<file path="src/rtl/isp_pkg.sv">
`default_nettype none

package isp_pkg;

	localparam int HEAD_W  = 31;
	localparam int LEN_W   = 15;
	localparam int SPEED_W = 19;
	localparam int ADDR_W  = 14;
	localparam int SMP_W   = 16;
	localparam int OP_W    = 2;

	localparam int SAMPLE_DEPTH_DEF = 16384;
	localparam int FRAC_BITS_DEF    = 16;

	localparam logic [SPEED_W-1:0] SPEED_RESET = SPEED_W'(65536);
	localparam logic [HEAD_W-1:0]  HEAD_MAX    = {HEAD_W{1'b1}};

	typedef enum logic [OP_W-1:0] {
		OP_LOAD  = 2'd0,
		OP_START = 2'd1,
		OP_STOP  = 2'd2,
		OP_TICK  = 2'd3
	} op_t;

	typedef enum logic {
		CFG_LENGTH = 1'b0,
		CFG_SPEED  = 1'b1
	} cfg_idx_t;

endpackage

`default_nettype wire

</file>
<file path="src/rtl/isp_wrap.sv">
`default_nettype none

// Store index modulo the store depth, by a reciprocal multiply over two stages.
module isp_wrap #(
	parameter int DEPTH = isp_pkg::SAMPLE_DEPTH_DEF,
	parameter int AW    = $clog2(isp_pkg::SAMPLE_DEPTH_DEF)
) (
	input  wire logic                       clk,
	input  wire logic                       en,
	input  wire logic [isp_pkg::LEN_W-1:0]  x_s1,
	output logic      [AW-1:0]              r_s3
);

	localparam int N  = isp_pkg::LEN_W;
	localparam int SH = N + AW;
	localparam int RW = N + 2;
	localparam int PW = N + RW;
	localparam int QW = N + AW + 1;
	localparam longint unsigned RL = ((64'd1 << SH) + longint'(DEPTH) - 64'd1) / longint'(DEPTH);
	localparam logic [RW-1:0] RECIP = RW'(RL);

	logic [PW-1:0] p_s2;
	logic [N-1:0]  x_s2;
	logic [N-1:0]  qd_s3;
	logic [N-1:0]  x_s3;
	logic [N-1:0]  q;
	logic [QW-1:0] qd_w;
	logic [N-1:0]  r;

	assign q    = N'(p_s2 >> SH);
	assign qd_w = QW'(q) * QW'(DEPTH);
	assign r    = x_s3 - qd_s3;
	assign r_s3 = AW'(r);

	always_ff @(posedge clk) begin
		if (en) begin
			p_s2  <= PW'(x_s1) * PW'(RECIP);
			x_s2  <= x_s1;
			qd_s3 <= N'(qd_w);
			x_s3  <= x_s2;
		end
	end

endmodule

`default_nettype wire

</file>
<file path="config.mk">
export PLATFORM = sky130hd
export DESIGN_NAME = isp_wrap
export DESIGN_NICKNAME = d
export VERILOG_FILES = /design/src/rtl/isp_pkg.sv /design/src/rtl/isp_wrap.sv
export SDC_FILE = /design/constraint.sdc
export NUM_CORES = 1
export LEC_CHECK = 0
export BUFFER_PORTS_ARGS = -buffer_cell sky130_fd_sc_hd__buf_2
export CORE_MARGIN = 2
export CORE_UTILIZATION = 44
export CTS_BUF_LIST = sky130_fd_sc_hd__clkbuf_2
export DETAILED_ROUTE_END_ITERATION = 6
export PLACE_DENSITY = 0.78
export SLEW_MARGIN = 20
export SYNTH_ARGS = -nofsm -noshare
export SYNTH_HDL_FRONTEND = slang
export SYNTH_SLANG_ARGS = --single-unit
</file>
<file path="constraint.sdc">
create_clock -name clk -period 0.8 [get_ports clk]
set_clock_uncertainty 0.2 [all_clocks]
set_input_delay 0.08 -clock clk [delete_from_list [all_inputs] [get_ports clk]]
set_output_delay 0.08 -clock clk [all_outputs]
set_load 0.02 [all_outputs]
</file>
==> results.py <==
metrics = {
    "sta": {
        "maxSlewHeadroom_pct": 85.7,
        "final_max_slew_viol_count": 0,
        "setup_slack_ns": -0.395,
        "finalCriticalPeriod_ns": 1.20,
        "rsz0062_at_grt": "yes",
        "max_freq_mhz": 837,
        "fin_crit_sh_pct": 149,
        "holdWs_ns": -0.101,
        "worst_slew_pin_slew_ns": 0.214,
        "hold_viol": 29,
        "setup_viol": 35,
    },
    "logic_synthesis": {
        "yosys-top-cells-area": "edfxtp_1 (100%)",
        "syn-cell-area_um2": 841,
        "synth-seq-area-share_pct": 100,
        "synthDistinctLibCells": 1,
        "synth_top_area_share_pct": 100,
        "avgSynthCellArea_um2": 30.0,
        "synth-seq-cells": 28,
        "synth_fp_nets": 45,
        "synth_warnings": 0,
        "synthCells": 28,
        "synth_top_area_cell": "edfxtp_1",
    },
    "clock_network": {
        "cts.path.max_buffers": 2,
        "cts-buffers-inserted": 3,
        "cts_sinks": 28,
        "cts_setup_buffers": 0,
        "htree_levels": 1,
        "clock_latency_ns": 0.32,
        "root_buffer": "clkbuf_2",
        "cts_tree": "yes",
        "clkSlewWorstSetupHoldPaths_ns": 0.21,
    },
    "floorplan": {
        "die_w_um": 47.7,
        "fp.dieArea_um2": 2280,
        "fp.dieH_um": 47.7,
        "io_pins": 31,
        "rows": 15,
        "start_util_pct": 47.7,
        "core-area_um2": 1760,
    },
    "layout": {
        "multi_input_area_um2": 0,
        "final_core_util_pct": 72.8,
        "nets": 95,
        "antenna_cells": 0,
        "mostFrequentLayoutCells": "edfxtp_1 (28), buf_2 (18), dlygate4sd3_1 (13)",
        "syn_to_final_growth_pct": 52.7,
        "multi_input_cells": 0,
        "drive_above_1_share_pct": 44.7,
        "mostFrequentLayoutCell": "edfxtp_1",
        "design_area_um2": 1280,
    },
    "critical_path": {
        "crit_fanout": 1,
        "critPathTopFamily": "flip-flops",
        "crit_path_max_incr_delay_ns": 0.45,
        "slowest_stage": "edfxtp_1",
        "end_kind": "output pin",
        "cp_data_arrival_time_ns": 0.92,
        "cp.required_ns": 0.52,
        "crit_type": "flip-flop to output pin",
        "crit_buf_inv": 1,
        "startpoint_type": "flip-flop",
        "crit_chain": "buf_6",
    },
    "global_routing": {
        "grt_use_met2_pct": 15.5,
        "grt_usage_pct": 9.81,
        "use_met3_pct": 3.40,
        "use_met1_pct": 11.3,
        "grt_pass1_wl_um": 1380,
        "grt_max_degree": 17,
        "grt_pass1_vias": 326,
        "grt-busiest-layer": "met2",
        "gr-total-overflow": 0,
        "antenna_found_initial": 0,
    },
    "run_status": {
        "status": "complete, but fails checks",
        "violations": "hold timing, setup timing",
    },
    "place": {
        "pre_cts_slack_ns": -0.0707,
        "place_congestion": 0.554,
        "place_area_um2": 1060,
        "port_buffers": 29,
    },
    "routing": {
        "first_pass_iters": 4,
        "wire_per_inst_um": 10.8,
        "num_vias": 427,
        "wl_um": 1090,
        "drtIter0Drc": 6,
        "drc": 0,
        "ant_nets": 0,
        "avgViaCountPerCell": 4.23,
    },
    "power_and_ir_drop": {
        "power.leakage_nw": 0.510,
        "p_per_area_nw_per_um2": 1940,
        "peakVddDrop_v": 0.00121,
    },
    "worst_hold_path": {
        "min_path_type": "input pin to flip-flop",
    },
    "run": {
        "cap_violations": 0,
    },
}
layout make-up:
type / count / area, um^2
tap: 25 / 31.3
sequential: 28 / 841
timing repair buffer: 45 / 397
clock buffer: 3 / 15.0
fill: 113 / 480
worst paths after layout:
kind	slack [ns]	depth (start not counted)	startpoint	endpoint
max	-0.40	1	x_s3[12]	r_s3[12]
min	-0.10	2	x_s1[1]	x_s2[1]
max reg2reg	-0.05	0	x_s2[5]	x_s3[5]
min reg2reg	0.25	0	x_s2[11]	x_s3[11]
per-layer routing:
metal,share of wire (%),vias to the layer above
met3,4.6,4
met1,37,194
met4,1.2,0
met5,0,-
li1,-,210
met2,57,19
kinds of logic after synthesis:
group	synth area share, %
DFF	100
flip-flops by register name, summed over array words and instances (netlist names):
| register | flops |
|---|---|
| x_s2 | 14 |
| x_s3 | 14 |
per-stage QoR:
stage / setup TNS (ns) / power, mW / instances
2_1_floorplan: 0 / 1.86 / 28
3_3_place_gp: -1.67 / 1.97 / 84
3_5_place_dp: -1.89 / 1.98 / 84
4_1_cts: -5.66 / 2.45 / 96
5_1_grt: -6.71 / 2.60 / 101
6_report: -5.54 / 2.50 / 101
repair_timing:
| action | 4_1_cts | 5_1_grt |
|---|---|---|
| hold endpoints to repair | 42 | 34 |
| hold buffers | 9 | 5 |
| resized for setup | 4 | 19 |
| setup endpoints to repair | 28 | 29 |
synth_stat cells:
cell / instances
edfxtp_1: 28
report_power, final:
group          switching (mW)  leakage (nW)  internal [mW]  total [mW]
sequential             0.0312         0.274           1.74        1.77
clock                   0.344        0.0125          0.102       0.446
combinational           0.120         0.224          0.162       0.281
total                   0.495         0.510           2.00        2.50
Power figures use the tool's default switching activity.
