--- src/rtl/isp_pkg.sv ---
`default_nettype none

package isp_pkg;

	localparam int HEAD_W  = 31;
	localparam int LEN_W   = 15;
	localparam int SPEED_W = 19;
	localparam int ADDR_W  = 14;
	localparam int SMP_W   = 16;
	localparam int OP_W    = 2;

	localparam int SAMPLE_DEPTH_DEF = 16384;
	localparam int FRAC_BITS_DEF    = 16;

	localparam logic [SPEED_W-1:0] SPEED_RESET = SPEED_W'(65536);
	localparam logic [HEAD_W-1:0]  HEAD_MAX    = {HEAD_W{1'b1}};

	typedef enum logic [OP_W-1:0] {
		OP_LOAD  = 2'd0,
		OP_START = 2'd1,
		OP_STOP  = 2'd2,
		OP_TICK  = 2'd3
	} op_t;

	typedef enum logic {
		CFG_LENGTH = 1'b0,
		CFG_SPEED  = 1'b1
	} cfg_idx_t;

endpackage

`default_nettype wire

--- src/rtl/isp_blend.sv ---
`default_nettype none

// y = a + floor((b - a) * t / 2^FRAC_BITS); the arithmetic shift gives the floor.
module isp_blend #(
	parameter int FRAC_BITS = isp_pkg::FRAC_BITS_DEF
) (
	input  wire logic                              clk,
	input  wire logic                              en,
	input  wire logic signed [isp_pkg::SMP_W-1:0]  a_s4,
	input  wire logic signed [isp_pkg::SMP_W-1:0]  b_s4,
	input  wire logic [FRAC_BITS-1:0]              t_s4,
	output logic signed [isp_pkg::SMP_W-1:0]       y_s5
);

	localparam int SW  = isp_pkg::SMP_W;
	localparam int PRW = SW + FRAC_BITS + 2;

	logic signed [SW:0]    diff;
	logic signed [FRAC_BITS:0] t_sx;
	logic signed [PRW-1:0] prod_w;
	logic signed [PRW-1:0] prod_s5;
	logic signed [SW-1:0]  a_s5;
	logic signed [PRW-1:0] sum_w;

	assign diff   = $signed({b_s4[SW-1], b_s4}) - $signed({a_s4[SW-1], a_s4});
	assign t_sx   = $signed({1'b0, t_s4});
	assign prod_w = PRW'(diff) * PRW'(t_sx);
	assign sum_w  = PRW'(a_s5) + (prod_s5 >>> FRAC_BITS);
	assign y_s5   = SW'(sum_w);

	always_ff @(posedge clk) begin
		if (en) begin
			prod_s5 <= prod_w;
			a_s5    <= a_s4;
		end
	end

endmodule

`default_nettype wire
--- config.mk ---
export PLATFORM = sky130hd
export DESIGN_NAME = isp_blend
export DESIGN_NICKNAME = d
export VERILOG_FILES = /design/src/rtl/isp_pkg.sv /design/src/rtl/isp_blend.sv
export SDC_FILE = /design/constraint.sdc
export NUM_CORES = 1
export LEC_CHECK = 0
export BUFFER_PORTS_ARGS = -buffer_cell sky130_fd_sc_hd__buf_2
export CAP_MARGIN = 25
export CORE_ASPECT_RATIO = 1.5
export CORE_UTILIZATION = 25
export CTS_CLUSTER_DIAMETER = 200
export DETAILED_ROUTE_END_ITERATION = 16
export PLACE_DENSITY_LB_ADDON = 0.2
export SLEW_MARGIN = 0
export SYNTH_ARGS = -nofsm -noshare
export SYNTH_HDL_FRONTEND = slang
export SYNTH_SLANG_ARGS = --single-unit
--- constraint.sdc ---
create_clock -name clk -period 23.8 [get_ports clk]
set_clock_uncertainty 0.15 [all_clocks]
set_input_delay 1.19 -clock clk [delete_from_list [all_inputs] [get_ports clk]]
set_output_delay 1.19 -clock clk [all_outputs]
set_load 0.02 [all_outputs]
==> results.yml, run 1 <==
grt:
  antenna_found_initial: 0
  grt_util_all_layers_pct: 14.1
  grt_pass1_wl_mm: 57.7
  grt_pass1_vias: 10587
  grt_overflow_total: 0
  grt_max_degree: 35
synthesis:
  netlist_area_sq_mm: 0.0130
  synth.area.top_cells: "fa_1, ha_1, inv_1"
  synth_top_area_share_pct: 40.2
  seq_area_frac_synth_pct: 7.42
  netlist_instances: 1469
  syn_nets: 1895
  postSynthAreaPerCell_sq_um: 8.82
  synth.largest_area_cell: "fa_1"
  ys_ff_latch: 32
  synth_enable_flop_cells: 32
  synthArstFlopShare_pct: 0
  synth_ff_type: "edfxtp_1"
  synth_warnings: 0
  yosysUniqueCellTypes: 57
floorplan:
  coreArea_sq_mm: 0.0509
  ios: 66
  dieArea_sq_mm: 0.0528
  initial_core_util_pct: 25.4
  die_x_um: 188
  rows: 101
  die_h_um: 281
final_layout:
  diodes: 0
  drive_gt1_share_pct: 6.99
  finish.net_count: 1927
  mostFrequentLayoutCells: "inv_1, fa_1, nand2_1"
  fin_cells: 2171
  layout_commonest_cell: "inv_1"
  area_growth_pct: 9.57
  nFillCells: 5533
clocking:
  cts_inserted_buffers: 5
  cts.reportedPaths.clkPinSlew_ns: 0.06
  post_cts_buffers: 0
  h-tree-depth: 2
  ctsResizeCount: 0
  cts_tree: "built"
  cts.sinks: 32
  root_buffer: "clkbuf_16"
  cts_max_path_buffers: 2
  cts_hold_buf: 0
timing:
  setup_violations: 0
  layout_worst_path_cycle_share_pct: 41.3
  hold_viol: 0
  worst_pin_slew_ns: 1.03
  post-route-min-period_ns: 9.83
  fmax_mhz: 102
  setup_tns_ns: 0
  maxSlewViolCount: 0
  rsz0062_at_grt: "no"
  slew_headroom_pct: 30.6
setup_path:
  critPathRequiredTime_ns: 23.68
  critPathMaxStageDelay_ns: 0.88
  arrival_ns: 9.72
  crit_top_cell: "fa_1"
  startpoint_type: "input pin"
  cp_slowest_cell: "o31ai_1"
  critical_path.max_fanout: 18
  cp-end-kind: "flip-flop"
  criticalPathCategory: "input pin to flip-flop"
outcome:
  outcome: "finished, final reports clean"
hold_path:
  hp-class: "input pin to flip-flop"
  whs_path_depth: 1
  worstHoldStart: "a_s4[7]"
  min_to: "a_s5[7]"
placed_design:
  placed_cells: 2163
  dp_hpwl_mm: 29.9
  gp_congestion: 0.780
  io_buffer_count: 65
detailed_routing:
  drt_first_iter_violations: 424
  ant_nets: 0
  wl_per_cell_um: 16.6
  drc: 0
  viasPerCell: 4.42
  route.vias.total: 9602
  routed_wl_mm: 36.0
  first_pass_iters: 5
run:
  drv_cap: 0
cell families after synthesis:
family / Yosys count / synth area share [%]
buffers and inverters: 424 / 12.4
DFF: 32 / 7.42
AOI/OAI and AO/OA: 162 / 8.75
adders and majority gates: 376 / 51.4
and+or+nand+nor: 411 / 15.6
xor gates and xnor gates: 64 / 4.43
worst max-delay path, delay by kind of cell:
kind,cells,cell delay [ns]
AND/OR/NAND/NOR,7,1.92
adder cells (fa/ha/maj),8,3.39
buffers and inverters,7,0.63
AO/OA/AOI/OAI,9,2.57
synth_stat cells (6+ instances only):
library cell / number
xnor2_1: 45
xor2_1: 18
o311ai_1: 7
nor2b_1: 40
edfxtp_1: 32
o21ai_0: 37
nand2b_1: 13
o211ai_1: 16
and3_1: 9
buf_1: 6
fa_1: 260
clkbuf_1: 47
ha_1: 116
nand3_1: 22
and2_1: 94
a21oi_1: 39
o311a_1: 11
inv_1: 367
nor2_1: 32
nand2_1: 174
nor3_1: 12
per-stage QoR:
stage / util [%] / worst slack (ns) / instance area, sq um / hold slack (ns)
after floorplan: - / 15.23 / 13000 / 1.14
after global placement: 27.6 / 13.80 / 14000 / 1.23
after detailed placement: 27.6 / 13.75 / 14000 / 1.23
after CTS: 27.9 / 14.02 / 14200 / 0.940
after global routing: 27.9 / 13.49 / 14200 / 0.943
final: 27.9 / 13.97 / 14200 / 0.948
cell type report:
cell class	instances	area (sq um)	share of cell area [%]
clock inverters	3	37.5	0.264
inverters	367	1380	9.70
well taps	669	837	5.90
clock buffers	5	125	0.881
flip-flops and latches	32	961	6.77
multi-input cells	1013	10400	73.3
repair buffers	82	453	3.19
flip-flops by register name, indices dropped and copies added (netlist names):
signal / flops
a_s5: 16
prod_s5: 16
metal layers:
layer / vias up / GRT usage, % / share of wire (%)
li1: 4534 / - / -
met1: 4886 / 15.0 / 37
met2: 137 / 29.1 / 58
met3: 45 / 0.962 / 1.8
met4: 0 / 4.13 / 3.1
met5: - / 0 / 0
worst max path at each step:
stage                  from          end  slack, ns
global route        a_s4[1]  prod_s5[30]      13.49
finish              a_s4[1]  prod_s5[30]      13.97
CTS                 a_s4[1]  prod_s5[30]      14.02
detailed placement  a_s4[1]  prod_s5[30]      13.75
floorplan           a_s4[5]  prod_s5[30]      15.23
global placement    a_s4[1]  prod_s5[30]      13.80
Power of run 1 is not shown: default switching activity piles up to over one toggle a cycle in this logic, so the estimate is an artifact.
==> inputs of run 2 (changes only) <==
Clock period 23.8 ns to 9.79 ns, I/O delays scaled along.
==> run 2 against run 1 <==
  * Critical path depth fell by 3
  * Hold slack lost 0.69 ns
  * Sequential share of layout area hardly changed
  * First-iteration DRC count rose by 7.5%
  * Count of clock-buffer cells in the layout increased by 1
  * Design area hardly changed
  * Worst setup slack worse by 13 ns
  * Global-route usage is 0.26 points lower
  * Non-clock buffer count is 5 higher
  * Via count up 0.23%
==> results.yml, run 2 (synthesis gave the netlist of run 1 again) <==
outcome:
  outcome: "finished, final reports clean"
setup_path:
  arrival_ns: 8.46
  cp_slowest_cell: "xnor2_1"
  critical_path.max_fanout: 12
  crit_family: "adder cells"
  criticalPathCategory: "input pin to flip-flop"
  cp-end-kind: "flip-flop"
  critPathRequiredTime_ns: 9.67
  startpoint_type: "input pin"
  critPathMaxStageDelay_ns: 0.58
  crit_top_cell: "fa_1"
  critPathBufInv: 3
detailed_routing:
  routed_wl_mm: 35.6
  wl_per_cell_um: 16.4
  drt_first_iter_violations: 456
  drc: 0
  viasPerCell: 4.42
  route.vias.total: 9624
  ant_nets: 0
  first_pass_iters: 5
timing:
  rsz0062_at_grt: "no"
  post-route-min-period_ns: 8.58
  setup_tns_ns: 0
  worst_pin_slew_ns: 0.812
  setup_violations: 0
  worst_slack_ns: 1.21
  layout_worst_path_cycle_share_pct: 87.6
  maxSlewViolCount: 0
  fmax_mhz: 117
  slew_headroom_pct: 45.9
  hold_viol: 0
final_layout:
  multi_input_area_sq_mm: 0.0104
  register_area_sq_um: 961
  largestRegisters: "a_s5: 16 flops, prod_s5: 16 flops"
  nFillCells: 5486
  layout_commonest_cell: "inv_1"
  fin_cells: 2175
  drive_gt1_share_pct: 7.10
  mostFrequentLayoutCells: "inv_1, fa_1, nand2_1"
  diodes: 0
  fin_area_sq_mm: 0.0142
  finish.net_count: 1932
  area_growth_pct: 9.53
placed_design:
  placed_cells: 2168
  dp_hpwl_mm: 29.9
  postPlaceCellArea_sq_mm: 0.0141
  io_buffer_count: 65
  pre_cts_slack_ns: 0.890
  gp_congestion: 0.793
grt:
  grt_max_degree: 35
  grt_util_all_layers_pct: 13.9
  grt_pass1_vias: 10455
  grt_overflow_total: 0
  antenna_found_initial: 2
  grt_pass1_wl_mm: 56.9
floorplan:
  initial_core_util_pct: 25.4
  dieArea_sq_mm: 0.0528
  coreArea_sq_mm: 0.0509
  die_x_um: 188
  rows: 101
  ios: 66
  die_h_um: 281
clocking:
  cts.reportedPaths.clkPinSlew_ns: 0.06
  h-tree-depth: 2
  cts_tree: "built"
  cts_max_path_buffers: 2
  root_buffer: "clkbuf_16"
  cts_hold_buf: 0
  ctsResizeCount: 0
  cts_inserted_buffers: 5
  cts.sinks: 32
  post_cts_buffers: 0
hold_path:
  hp-class: "input pin to flip-flop"
run:
  drv_cap: 0
-- run 2: metrics by stage --
step / utilization (%) / hold WS [ns]
floorplan: - / 0.438
global placement: 27.6 / 0.533
detailed placement: 27.6 / 0.535
CTS: 27.9 / 0.246
global route: 27.9 / 0.243
finish: 27.9 / 0.253
-- run 2: worst paths after layout --
path    start  slack, ns  cells after the start          end
min   a_s4[0]       0.25                      1      a_s5[0]
max   a_s4[0]       1.21                     28  prod_s5[30]
-- run 2: layer usage --
metal | global-route usage (%) | wire length, um | part of all wire [%] | up-vias
li1 | - | - | - | 4533
met1 | 15.1 | 13300 | 37 | 4920
met2 | 28.9 | 21100 | 59 | 146
met3 | 1.01 | 760 | 2.1 | 23
met4 | 2.17 | 396 | 1.1 | 2
met5 | 0 | 13 | 0.037 | -
-- run 2: layout make-up --
cell class | count | area share (%)
flip-flops and latches | 32 | 6.77
repair buffers | 87 | 3.46
clock buffers | 6 | 0.908
well taps | 669 | 5.90
inverters | 367 | 9.71
multi-input cells | 1013 | 73.2
clock inverters | 1 | 0.0353
Power of run 2 is left out for the same reason.
